--- src/hdl/tmb_pkg.sv ---
`timescale 1ns / 1ps
`default_nettype none
// ----------------------------------------------------------------------------
// tmb_pkg: shared types and codes for the timer slot bank
// Transaction payload structs, operation and result codes, and the sequencer
// state type.
// ----------------------------------------------------------------------------
package tmb_pkg;

  // operation codes of an input transaction
  localparam logic [1:0] FUNC_TICK  = 2'd0;
  localparam logic [1:0] FUNC_START = 2'd1;
  localparam logic [1:0] FUNC_STOP  = 2'd2;

  // result kinds
  localparam logic [2:0] KIND_STARTED = 3'd0;
  localparam logic [2:0] KIND_REFUSED = 3'd1;
  localparam logic [2:0] KIND_STOPPED = 3'd2;
  localparam logic [2:0] KIND_EXPIRY  = 3'd3;
  localparam logic [2:0] KIND_TICKED  = 3'd4;

  // input transaction
  typedef struct packed {
    logic [1:0]  func;
    logic [31:0] period;
    logic        periodic;
    logic        has_handler;
    logic [2:0]  slot;
  } tmb_req_t;

  // result transaction
  typedef struct packed {
    logic [2:0] kind;
    logic [2:0] slot_index;
    logic       any_active;
    logic       last;
  } tmb_rsp_t;

  // slot store write controls
  typedef struct packed {
    logic we_start;   // load period, mode, clear count, set active
    logic we_count;   // write back stepped count
    logic clr_active; // deactivate the addressed slot
  } tmb_wr_t;

  // sequencer states
  typedef enum logic [1:0] {
    ST_IDLE,
    ST_SCAN,
    ST_DONE
  } tmb_state_t;

endpackage : tmb_pkg
`default_nettype wire

--- src/hdl/tmb_step_unit.sv ---
`timescale 1ns / 1ps
`default_nettype none
// ----------------------------------------------------------------------------
// tmb_step_unit: shared count step and expiry compare
// Adds one to a slot count and compares the result against the slot period;
// an expiring count returns to zero.
// ----------------------------------------------------------------------------
module tmb_step_unit (
  input  wire logic [31:0] count,
  input  wire logic [31:0] period,
  output logic      [31:0] count_next,
  output logic             expire
);

  logic [31:0] count_inc;

  // increment with 32-bit wrap, then compare
  assign count_inc  = count + 32'd1;
  assign expire     = (count_inc >= period);
  assign count_next = expire ? 32'd0 : count_inc;

endmodule : tmb_step_unit
`default_nettype wire

--- src/hdl/tmb_slot_store.sv ---
`timescale 1ns / 1ps
`default_nettype none
// ----------------------------------------------------------------------------
// tmb_slot_store: per-slot timer state
// Holds period, count, mode and active flag of every slot. One write port
// and one read port, both addressed by slot index.
// ----------------------------------------------------------------------------
module tmb_slot_store #(
  parameter  int NUM_SLOTS = 8,
  localparam int IdxW      = (NUM_SLOTS > 1) ? $clog2(NUM_SLOTS) : 1
) (
  input  wire logic                 clk,
  input  wire logic                 rst,
  input  wire tmb_pkg::tmb_wr_t     wr,
  input  wire logic [IdxW-1:0]      wr_idx,
  input  wire logic [31:0]          wr_period,
  input  wire logic                 wr_periodic,
  input  wire logic [31:0]          wr_count,
  input  wire logic [IdxW-1:0]      rd_idx,
  output logic      [31:0]          rd_period,
  output logic      [31:0]          rd_count,
  output logic                      rd_periodic,
  output logic                      rd_active,
  output logic      [NUM_SLOTS-1:0] active
);

  import tmb_pkg::*;

  logic [31:0] slot_period   [NUM_SLOTS];
  logic [31:0] slot_count    [NUM_SLOTS];
  logic        slot_periodic [NUM_SLOTS];

  // payload state, valid only while the slot is active
  always_ff @(posedge clk) begin
    if (wr.we_start) begin
      slot_period[wr_idx]   <= wr_period;
      slot_periodic[wr_idx] <= wr_periodic;
      slot_count[wr_idx]    <= 32'd0;
    end else if (wr.we_count) begin
      slot_count[wr_idx] <= wr_count;
    end
  end

  // active flags, cleared by reset
  always_ff @(posedge clk) begin
    if (rst) begin
      active <= '0;
    end else if (wr.we_start) begin
      active[wr_idx] <= 1'b1;
    end else if (wr.clr_active) begin
      active[wr_idx] <= 1'b0;
    end
  end

  // read port for the scan
  assign rd_period   = slot_period[rd_idx];
  assign rd_count    = slot_count[rd_idx];
  assign rd_periodic = slot_periodic[rd_idx];
  assign rd_active   = active[rd_idx];

endmodule : tmb_slot_store
`default_nettype wire

--- src/hdl/tmb_seq.sv ---
`timescale 1ns / 1ps
`default_nettype none
// ----------------------------------------------------------------------------
// tmb_seq: transaction sequencer and result register
// Handles start, stop and reserved operations in the accept cycle, walks the
// slots one per cycle through the shared step unit on a tick, holding a slot
// while its expiry waits for the result register, and registers each result.
module tmb_seq #(
  parameter  int NUM_SLOTS = 8,
  localparam int IdxW      = (NUM_SLOTS > 1) ? $clog2(NUM_SLOTS) : 1
) (
  input  wire logic                 clk,
  input  wire logic                 rst,
  input  wire logic                 req_valid,
  output logic                      req_stall,
  input  wire tmb_pkg::tmb_req_t    req,
  output logic                      rsp_valid,
  input  wire logic                 rsp_stall,
  output tmb_pkg::tmb_rsp_t         rsp,
  output tmb_pkg::tmb_wr_t          wr,
  output logic      [IdxW-1:0]      wr_idx,
  output logic      [31:0]          wr_period,
  output logic                      wr_periodic,
  output logic      [31:0]          wr_count,
  output logic      [IdxW-1:0]      rd_idx,
  input  wire logic                 rd_periodic,
  input  wire logic                 rd_active,
  input  wire logic [NUM_SLOTS-1:0] active,
  input  wire logic [31:0]          step_count,
  input  wire logic                 step_expire
);

  import tmb_pkg::*;

  localparam logic [IdxW-1:0] LastIdx = IdxW'(NUM_SLOTS - 1);

  tmb_state_t           state, state_next;
  logic [IdxW-1:0]      scan_idx;
  logic                 req_fire;
  logic                 rsp_free;
  logic                 rsp_load;
  tmb_rsp_t             rsp_next;
  logic                 scan_adv;
  logic                 free_found;
  logic [IdxW-1:0]      free_idx;
  logic                 stop_ok;
  logic [IdxW-1:0]      stop_idx;
  logic                 start_ok;
  logic [NUM_SLOTS-1:0] act_after;

  // handshake
  assign rsp_free  = !rsp_valid || !rsp_stall;
  assign req_stall = (state != ST_IDLE) || !rsp_free;
  assign req_fire  = req_valid && !req_stall;

  // lowest inactive slot
  always_comb begin
    free_found = 1'b0;
    free_idx   = '0;
    for (int j = NUM_SLOTS - 1; j >= 0; j--) begin
      if (!active[j]) begin
        free_found = 1'b1;
        free_idx   = IdxW'(j);
      end
    end
  end

  assign start_ok = req.has_handler && (req.period != 32'd0) && free_found;
  assign stop_ok  = ({3'b000, req.slot} < 6'(NUM_SLOTS));
  assign stop_idx = IdxW'(req.slot);

  // scan moves on unless an expiry waits for the result register
  assign scan_adv = !rd_active || !step_expire || rsp_free;
  assign rd_idx   = scan_idx;

  // next state
  always_comb begin
    state_next = state;
    unique case (state)
      ST_IDLE: begin
        if (req_fire && (req.func == FUNC_TICK)) state_next = ST_SCAN;
      end
      ST_SCAN: begin
        if (scan_adv && (scan_idx == LastIdx)) state_next = ST_DONE;
      end
      ST_DONE: begin
        if (rsp_free) state_next = ST_IDLE;
      end
      default: state_next = ST_IDLE;
    endcase
  end

  // store writes and result contents
  always_comb begin
    wr          = '0;
    wr_idx      = scan_idx;
    wr_period   = req.period;
    wr_periodic = req.periodic;
    wr_count    = step_count;
    rsp_load    = 1'b0;
    rsp_next    = '0;
    unique case (state)
      ST_IDLE: begin
        if (req_fire) begin
          unique case (req.func)
            FUNC_TICK: begin
              rsp_load = 1'b0;
            end
            FUNC_START: begin
              rsp_load      = 1'b1;
              rsp_next.last = 1'b1;
              if (start_ok) begin
                wr.we_start         = 1'b1;
                wr_idx              = free_idx;
                rsp_next.kind       = KIND_STARTED;
                rsp_next.slot_index = 3'(free_idx);
              end else begin
                rsp_next.kind = KIND_REFUSED;
              end
            end
            FUNC_STOP: begin
              rsp_load      = 1'b1;
              rsp_next.last = 1'b1;
              rsp_next.kind = KIND_STOPPED;
              wr.clr_active = stop_ok;
              wr_idx        = stop_idx;
            end
            default: begin
              rsp_load      = 1'b1;
              rsp_next.last = 1'b1;
              rsp_next.kind = KIND_TICKED;
            end
          endcase
        end
      end
      ST_SCAN: begin
        if (rd_active) begin
          if (!step_expire) begin
            wr.we_count = 1'b1;
          end else if (rsp_free) begin
            wr.we_count         = 1'b1;
            wr.clr_active       = !rd_periodic;
            rsp_load            = 1'b1;
            rsp_next.kind       = KIND_EXPIRY;
            rsp_next.slot_index = 3'(scan_idx);
          end
        end
      end
      ST_DONE: begin
        if (rsp_free) begin
          rsp_load      = 1'b1;
          rsp_next.kind = KIND_TICKED;
          rsp_next.last = 1'b1;
        end
      end
      default: begin
        rsp_load = 1'b0;
      end
    endcase
    // activity as it stands once this result's write lands
    act_after = active;
    if (wr.clr_active) act_after[wr_idx] = 1'b0;
    rsp_next.any_active = (|act_after) || wr.we_start;
  end

  // state and scan pointer
  always_ff @(posedge clk) begin
    if (rst) begin
      state    <= ST_IDLE;
      scan_idx <= '0;
    end else begin
      state <= state_next;
      if (state != ST_SCAN) begin
        scan_idx <= '0;
      end else if (scan_adv && (scan_idx != LastIdx)) begin
        scan_idx <= scan_idx + 1'b1;
      end
    end
  end

  // result register
  always_ff @(posedge clk) begin
    if (rst) begin
      rsp_valid <= 1'b0;
    end else if (rsp_load) begin
      rsp_valid <= 1'b1;
    end else if (!rsp_stall) begin
      rsp_valid <= 1'b0;
    end
  end

  always_ff @(posedge clk) begin
    if (rsp_load) rsp <= rsp_next;
  end

  // checks
  a_busy_stalls: assert property (@(posedge clk) disable iff (rst)
    (state != ST_IDLE) |-> req_stall)
    else $error("input taken while a tick is in progress");

  a_single_result: assert property (@(posedge clk) disable iff (rst)
    (req_fire && (req.func != FUNC_TICK)) |=> (rsp_valid && rsp.last))
    else $error("start or stop did not give a final result");

  a_tick_scans: assert property (@(posedge clk) disable iff (rst)
    (req_fire && (req.func == FUNC_TICK)) |=> ((state == ST_SCAN) && (scan_idx == '0)))
    else $error("tick did not start the slot walk at slot zero");

  a_start_active: assert property (@(posedge clk) disable iff (rst)
    (rsp_valid && (rsp.kind == KIND_STARTED)) |-> rsp.any_active)
    else $error("started slot not reported active");

  a_write_onehot: assert property (@(posedge clk) disable iff (rst)
    $onehot0({wr.we_start, wr.we_count}))
    else $error("start load and count write in the same cycle");

endmodule : tmb_seq
`default_nettype wire

--- src/hdl/multi_slot_software_timer_bank.sv ---
`timescale 1ns / 1ps
`default_nettype none
// Start, stop and reserved operations: the result is registered in the cycle
// after acceptance; the next transaction may be accepted in that cycle.
// Tick: the sequencer walks the slots one per cycle through one shared
// increment-and-compare unit, holding a slot while its expiry result is held
// back by a stalled output; no new transaction is accepted during the tick.
// Reset clears every active flag and the handshake state; no clearing pass.
// ----------------------------------------------------------------------------
// multi_slot_software_timer_bank: bank of periodic and one-shot timer slots
// Start claims the lowest free slot, stop frees a slot, tick advances every
// active slot and reports each expiry, followed by a tick done result.
// ----------------------------------------------------------------------------
module multi_slot_software_timer_bank #(
  parameter int NUM_SLOTS = 8
) (
  input  wire logic              clk,
  input  wire logic              rst,
  input  wire logic              req_valid,
  output logic                   req_stall,
  input  wire tmb_pkg::tmb_req_t req,
  output logic                   rsp_valid,
  input  wire logic              rsp_stall,
  output tmb_pkg::tmb_rsp_t      rsp
);

  import tmb_pkg::*;

  localparam int IdxW = (NUM_SLOTS > 1) ? $clog2(NUM_SLOTS) : 1;

  tmb_wr_t              wr;
  logic [IdxW-1:0]      wr_idx;
  logic [31:0]          wr_period;
  logic                 wr_periodic;
  logic [31:0]          wr_count;
  logic [IdxW-1:0]      rd_idx;
  logic [31:0]          rd_period;
  logic [31:0]          rd_count;
  logic                 rd_periodic;
  logic                 rd_active;
  logic [NUM_SLOTS-1:0] active;
  logic [31:0]          step_count;
  logic                 step_expire;

  // per-slot state
  tmb_slot_store #(.NUM_SLOTS(NUM_SLOTS)) u_store (
    .clk         (clk),
    .rst         (rst),
    .wr          (wr),
    .wr_idx      (wr_idx),
    .wr_period   (wr_period),
    .wr_periodic (wr_periodic),
    .wr_count    (wr_count),
    .rd_idx      (rd_idx),
    .rd_period   (rd_period),
    .rd_count    (rd_count),
    .rd_periodic (rd_periodic),
    .rd_active   (rd_active),
    .active      (active)
  );

  // shared count step
  tmb_step_unit u_step (
    .count      (rd_count),
    .period     (rd_period),
    .count_next (step_count),
    .expire     (step_expire)
  );

  // sequencer and result register
  tmb_seq #(.NUM_SLOTS(NUM_SLOTS)) u_seq (
    .clk         (clk),
    .rst         (rst),
    .req_valid   (req_valid),
    .req_stall   (req_stall),
    .req         (req),
    .rsp_valid   (rsp_valid),
    .rsp_stall   (rsp_stall),
    .rsp         (rsp),
    .wr          (wr),
    .wr_idx      (wr_idx),
    .wr_period   (wr_period),
    .wr_periodic (wr_periodic),
    .wr_count    (wr_count),
    .rd_idx      (rd_idx),
    .rd_periodic (rd_periodic),
    .rd_active   (rd_active),
    .active      (active),
    .step_count  (step_count),
    .step_expire (step_expire)
  );

endmodule : multi_slot_software_timer_bank
`default_nettype wire
--- config.mk ---
export PLATFORM = sky130hd
export DESIGN_NAME = multi_slot_software_timer_bank
export DESIGN_NICKNAME = d
export VERILOG_FILES = /design/src/hdl/tmb_pkg.sv /design/src/hdl/tmb_step_unit.sv /design/src/hdl/tmb_slot_store.sv /design/src/hdl/tmb_seq.sv /design/src/hdl/multi_slot_software_timer_bank.sv
export SDC_FILE = /design/constraint.sdc
export NUM_CORES = 1
export LEC_CHECK = 0
export ABC_AREA = 1
export BUFFER_PORTS_ARGS = -buffer_cell sky130_fd_sc_hd__buf_2
export CAP_MARGIN = 20
export CORE_MARGIN = 4
export CORE_UTILIZATION = 57
export CTS_CLUSTER_SIZE = 12
export DETAILED_ROUTE_END_ITERATION = 8
export GPL_ROUTABILITY_DRIVEN = 0
export PLACE_DENSITY_LB_ADDON = 0.12
export SYNTH_ARGS = -nofsm -noshare
export SYNTH_HDL_FRONTEND = slang
export SYNTH_HIERARCHICAL = 1
export SYNTH_SLANG_ARGS = --single-unit
--- constraint.sdc ---
create_clock -name clk -period 7.29 [get_ports clk]
set_input_delay 0.729 -clock clk [delete_from_list [all_inputs] [get_ports clk]]
set_output_delay 0.729 -clock clk [all_outputs]
set_load 0.02 [all_outputs]
==> results.txt <==
* Result of the run: complete, no violations
- Summed over all failing endpoints, the final setup total negative slack is 0 ns.
- Clock power frac: 0.426
* Post-DP HPWL: 36500 um
- The commonest cells after synthesis are nand2_1, inv_1, edfxtp_1.
- 53 I/O pins were placed.
- The final count of hold timing violations came to 0.
* Number of DRC violations after detailed routing: 0
- Buffers inserted to repair hold after CTS numbered 0.
- By startpoint and endpoint, the worst setup path is classified as register to register.
- Of the total power, the share spent switching nets is 0.212.
- Iter 0 DRT Violations: 1626
- The analysis attributes to net switching a power of 0.00136 W.
* Top flip-flop cell by instance count after synthesis: edfxtp_1
- Fraction of the mapped netlist area in compound gates: 0.0116
* Most common cell type on the critical path: nand2_1
* Count of cells resized by post-cts repair: 0
- For this run the aggregate overflow at the end of global routing stands at 0.
* Largest area contributor in the netlist: edfxtp_1
- Count of pins over their slew limit: 0
* Number of post-CTS setup repair buffers: 0
- Of the total power, combinational logic draws 0.041.
- The initial utilization of the core area, before any placement, comes to 0.579.
- The worst register-to-register path begins at u_seq/rd_idx[0]$_SDFFE_PP0P_.
* Horizontal die dimension: 226 um
- The number of antenna diodes in the final layout is 0.
- Clock tree synthesis inserted a total of 57 buffers.
- Number of endpoints failing setup at the final stage: 0
- Across the run, the number of max-cap violations was 0.
- Count of mapped cells out of synthesis: 3050
- Static leakage power: 13.9 nW
* Startpoint types: register
* Sequential share of power: 0.533
* Final-layout fill cell count: 3932
* Largest stage delay on the critical path: 0.76 ns
- Number of cell rows: 79
- Across all hold checks on the routed design, the worst slack comes to 0.401 ns.
- Dividing the detail-routed wire length by the instance count gives 17.0 um.
- CTS placed an instance of clkbuf_16 at the clock tree root.
- The clock reaches the later pin of the worst-skew pair after 0.61 ns.
* Slowest CP cell: buf_4
- Of the total synthesized cell area, the portion taken by AND, OR, NAND and NOR gates is 0.235.
* Final Net Count: 3096
- Total routing usage reported by global routing: 0.248
* Critical path peak fanout: 76
- Final Routed Wirelength: 62400 um
* Maximum clock insertion buffer count: 3
- Core Region: 0.0469 mm2
- Data arrival time of the critical path: 6.69 ns
- Routed vias: 18700
- Of the total synthesized cell area, the portion taken by full adders, half adders and majority gates is 0.0180.
- Die outline area: 0.0512 mm2
- nand2_1 is the most common cell in the netlist.
* Share of the yosys chip area belonging to registers: 0.595
- STA puts the critical path data required time at 7.65 ns.
- Share of cell area taken by muxes after synthesis: 0
- The first global-routing pass estimated 99500 um of wire.
- Cell types occupying the most area after synthesis: edfxtp_1, nand2_1, inv_1
* Area growth from synthesis to final layout: 7.48%
* Netlist Area Pre-Place: 0.0271 mm2
- Fin crit share: 0.867
* Slew HR: 0.285
* Drt pass-1 iters: 8
- Number of unique standard cell types used by synthesis: 46
* Largest net degree at the start of global routing: 142
* Timing startpoint of the critical path: u_seq/rd_idx[0]$_SDFFE_PP0P_
- At the pin with the least slew margin, the transition time is 1.07 ns.
- For this run, the number of standard cells in the final layout without fillers is 3662.
- The clock period could shrink to 6.32 ns.
- HP Class: primary input to register
* Initial antenna violation count: 1
- Count of warnings emitted by yosys: 6
- Critical hold path startpoint: req[17]
* Clock Skew: 0.0166 ns
* CTS sink count: 542
- Die span in y: 226 um
- The share of synthesized area in the top cell type comes to 0.584.
- In this run the power density over the cells is 220 mW/mm2.
- In the routed layout, each cell is associated on average with a via count of 5.10.
* TritonCTS clock tree: yes
* Largest family of logic cells by synthesized area: simple AND/OR/NAND/NOR gates
- Clock transition at the register clock pins on the worst setup and hold paths after CTS: 0.06 ns
- Remaining number of nets flagged by the antenna check after routing: 0
* Synthesized area per cell: 8.90 um2
- The number of global-route vias before repair was 18500.
* Internal power: 0.00505 W
* H-tree levels: 2
* RSZ-0062 raised after global routing: false
* Proportion of register bits with asynchronous set or reset after synthesis: 0
- IR analysis of the VDD net gives a maximum drop of 0.229 mV.
* Total placed cells including tap cells: 3562
- After synthesis the netlist holds a flip-flop and latch count of 542.
* Mapped Nets: 3132
- Of the total synthesized cell area, the portion taken by XOR and XNOR cells is 0.00604.
- Buffers placed on the I/O ports in this run total 52.
- Of the cells placed in the final design, the portion with a size suffix greater than 1 is 0.0723.
* Endpoint class of the critical path: register
- Derived from the worst setup path, the maximum achievable clock frequency is 158 MHz.
- EDFF count, synth: 528
[per-layer routing]
layer  vias to the layer above  share of wire  GRT usage
met5                         -        0.00021          0
met1                      8796           0.44      0.336
met3                       104          0.052     0.0292
met2                       502           0.49      0.428
met4                         2          0.023     0.0711
li1                       9271              -          -
[metrics by stage]
stage	utilization	area, um2	power [W]	setup WS [ns]
2_1_floorplan	-	27100	0.00369	0.354
3_3_place_gp	0.585	27400	0.00373	1.17
3_5_place_dp	0.585	27400	0.00374	1.06
4_1_cts	0.622	29200	0.00646	1.04
5_1_grt	0.622	29200	0.00663	0.377
6_report	0.622	29200	0.00641	0.969
[flip-flops by register name (all words and copies together) (netlist names), named ones only]
register and cells:
u_store/slot_period 256, u_store/slot_count 256, u_seq/rsp_valid 1, u_seq/rd_idx 3
u_store/slot_periodic 8, u_seq/state 2, u_seq/rsp 8
[power by group through the flow]
stage | registers, W | logic (W) | clock network (W)
5_1_grt | 0.00341 | 0.000297 | 0.00292
6_report | 0.00342 | 0.000261 | 0.00273
2_1_floorplan | 0.00348 | 0.000204 | 0
3_5_place_dp | 0.00348 | 0.000259 | 0
4_1_cts | 0.00342 | 0.000261 | 0.00279
3_3_place_gp | 0.00348 | 0.000254 | 0
[logic make-up after synthesis]
| logic type | count (synthesis) |
|---|---|
| AO/OA/AOI/OAI | 52 |
| adder cells (fa/ha/maj) | 39 |
| flip-flops | 542 |
| XOR/XNOR | 17 |
| buffers and inverters | 872 |
| AND/OR/NAND/NOR | 1528 |
[final cells by class]
type	instances	area [um2]	share of cell area
clock buffer	77	1570	0.0540
tap	607	759	0.0260
multi-input combinational	1636	7400	0.254
timing repair buffer	85	508	0.0174
sequential	542	16100	0.554
clock inverter	23	163	0.00558
inverter	692	2610	0.0896
[cells in the final DEF (no fill, tap or decap), types with 9 or more instances in the layout]
cell type / n
ha_1: 39
nand3_1: 288
xor2_1: 14
clkbuf_16: 59
a21oi_1: 27
nor3_1: 9
buf_4: 33
clkinv_1: 13
edfxtp_1: 528
nand4_1: 20
nor2_1: 138
clkbuf_1: 15
inv_1: 681
nand2_2: 9
nand2_1: 1028
dfxtp_1: 11
buf_2: 52
[worst max-delay path: cells and delay by family (launching register included)]
kind	cells	cell delay, ns
flops	1	0.75
fa+ha+maj	2	0.54
compound gates	1	0.33
buf+inv	7	1.63
simple gates	24	2.78
[worst paths after layout]
check	depth (start not counted)	slack, ns	end
setup / recovery	34	0.97	u_seq/rsp[1]$_DFFE_PP_
hold / removal	1	0.40	u_store/slot_period[6][12]$_DFFE_PP_
setup reg to reg	34	0.97	u_seq/rsp[1]$_DFFE_PP_
hold reg to reg	2	0.54	register
No activity file was read; power rests on OpenSTA's default activity.
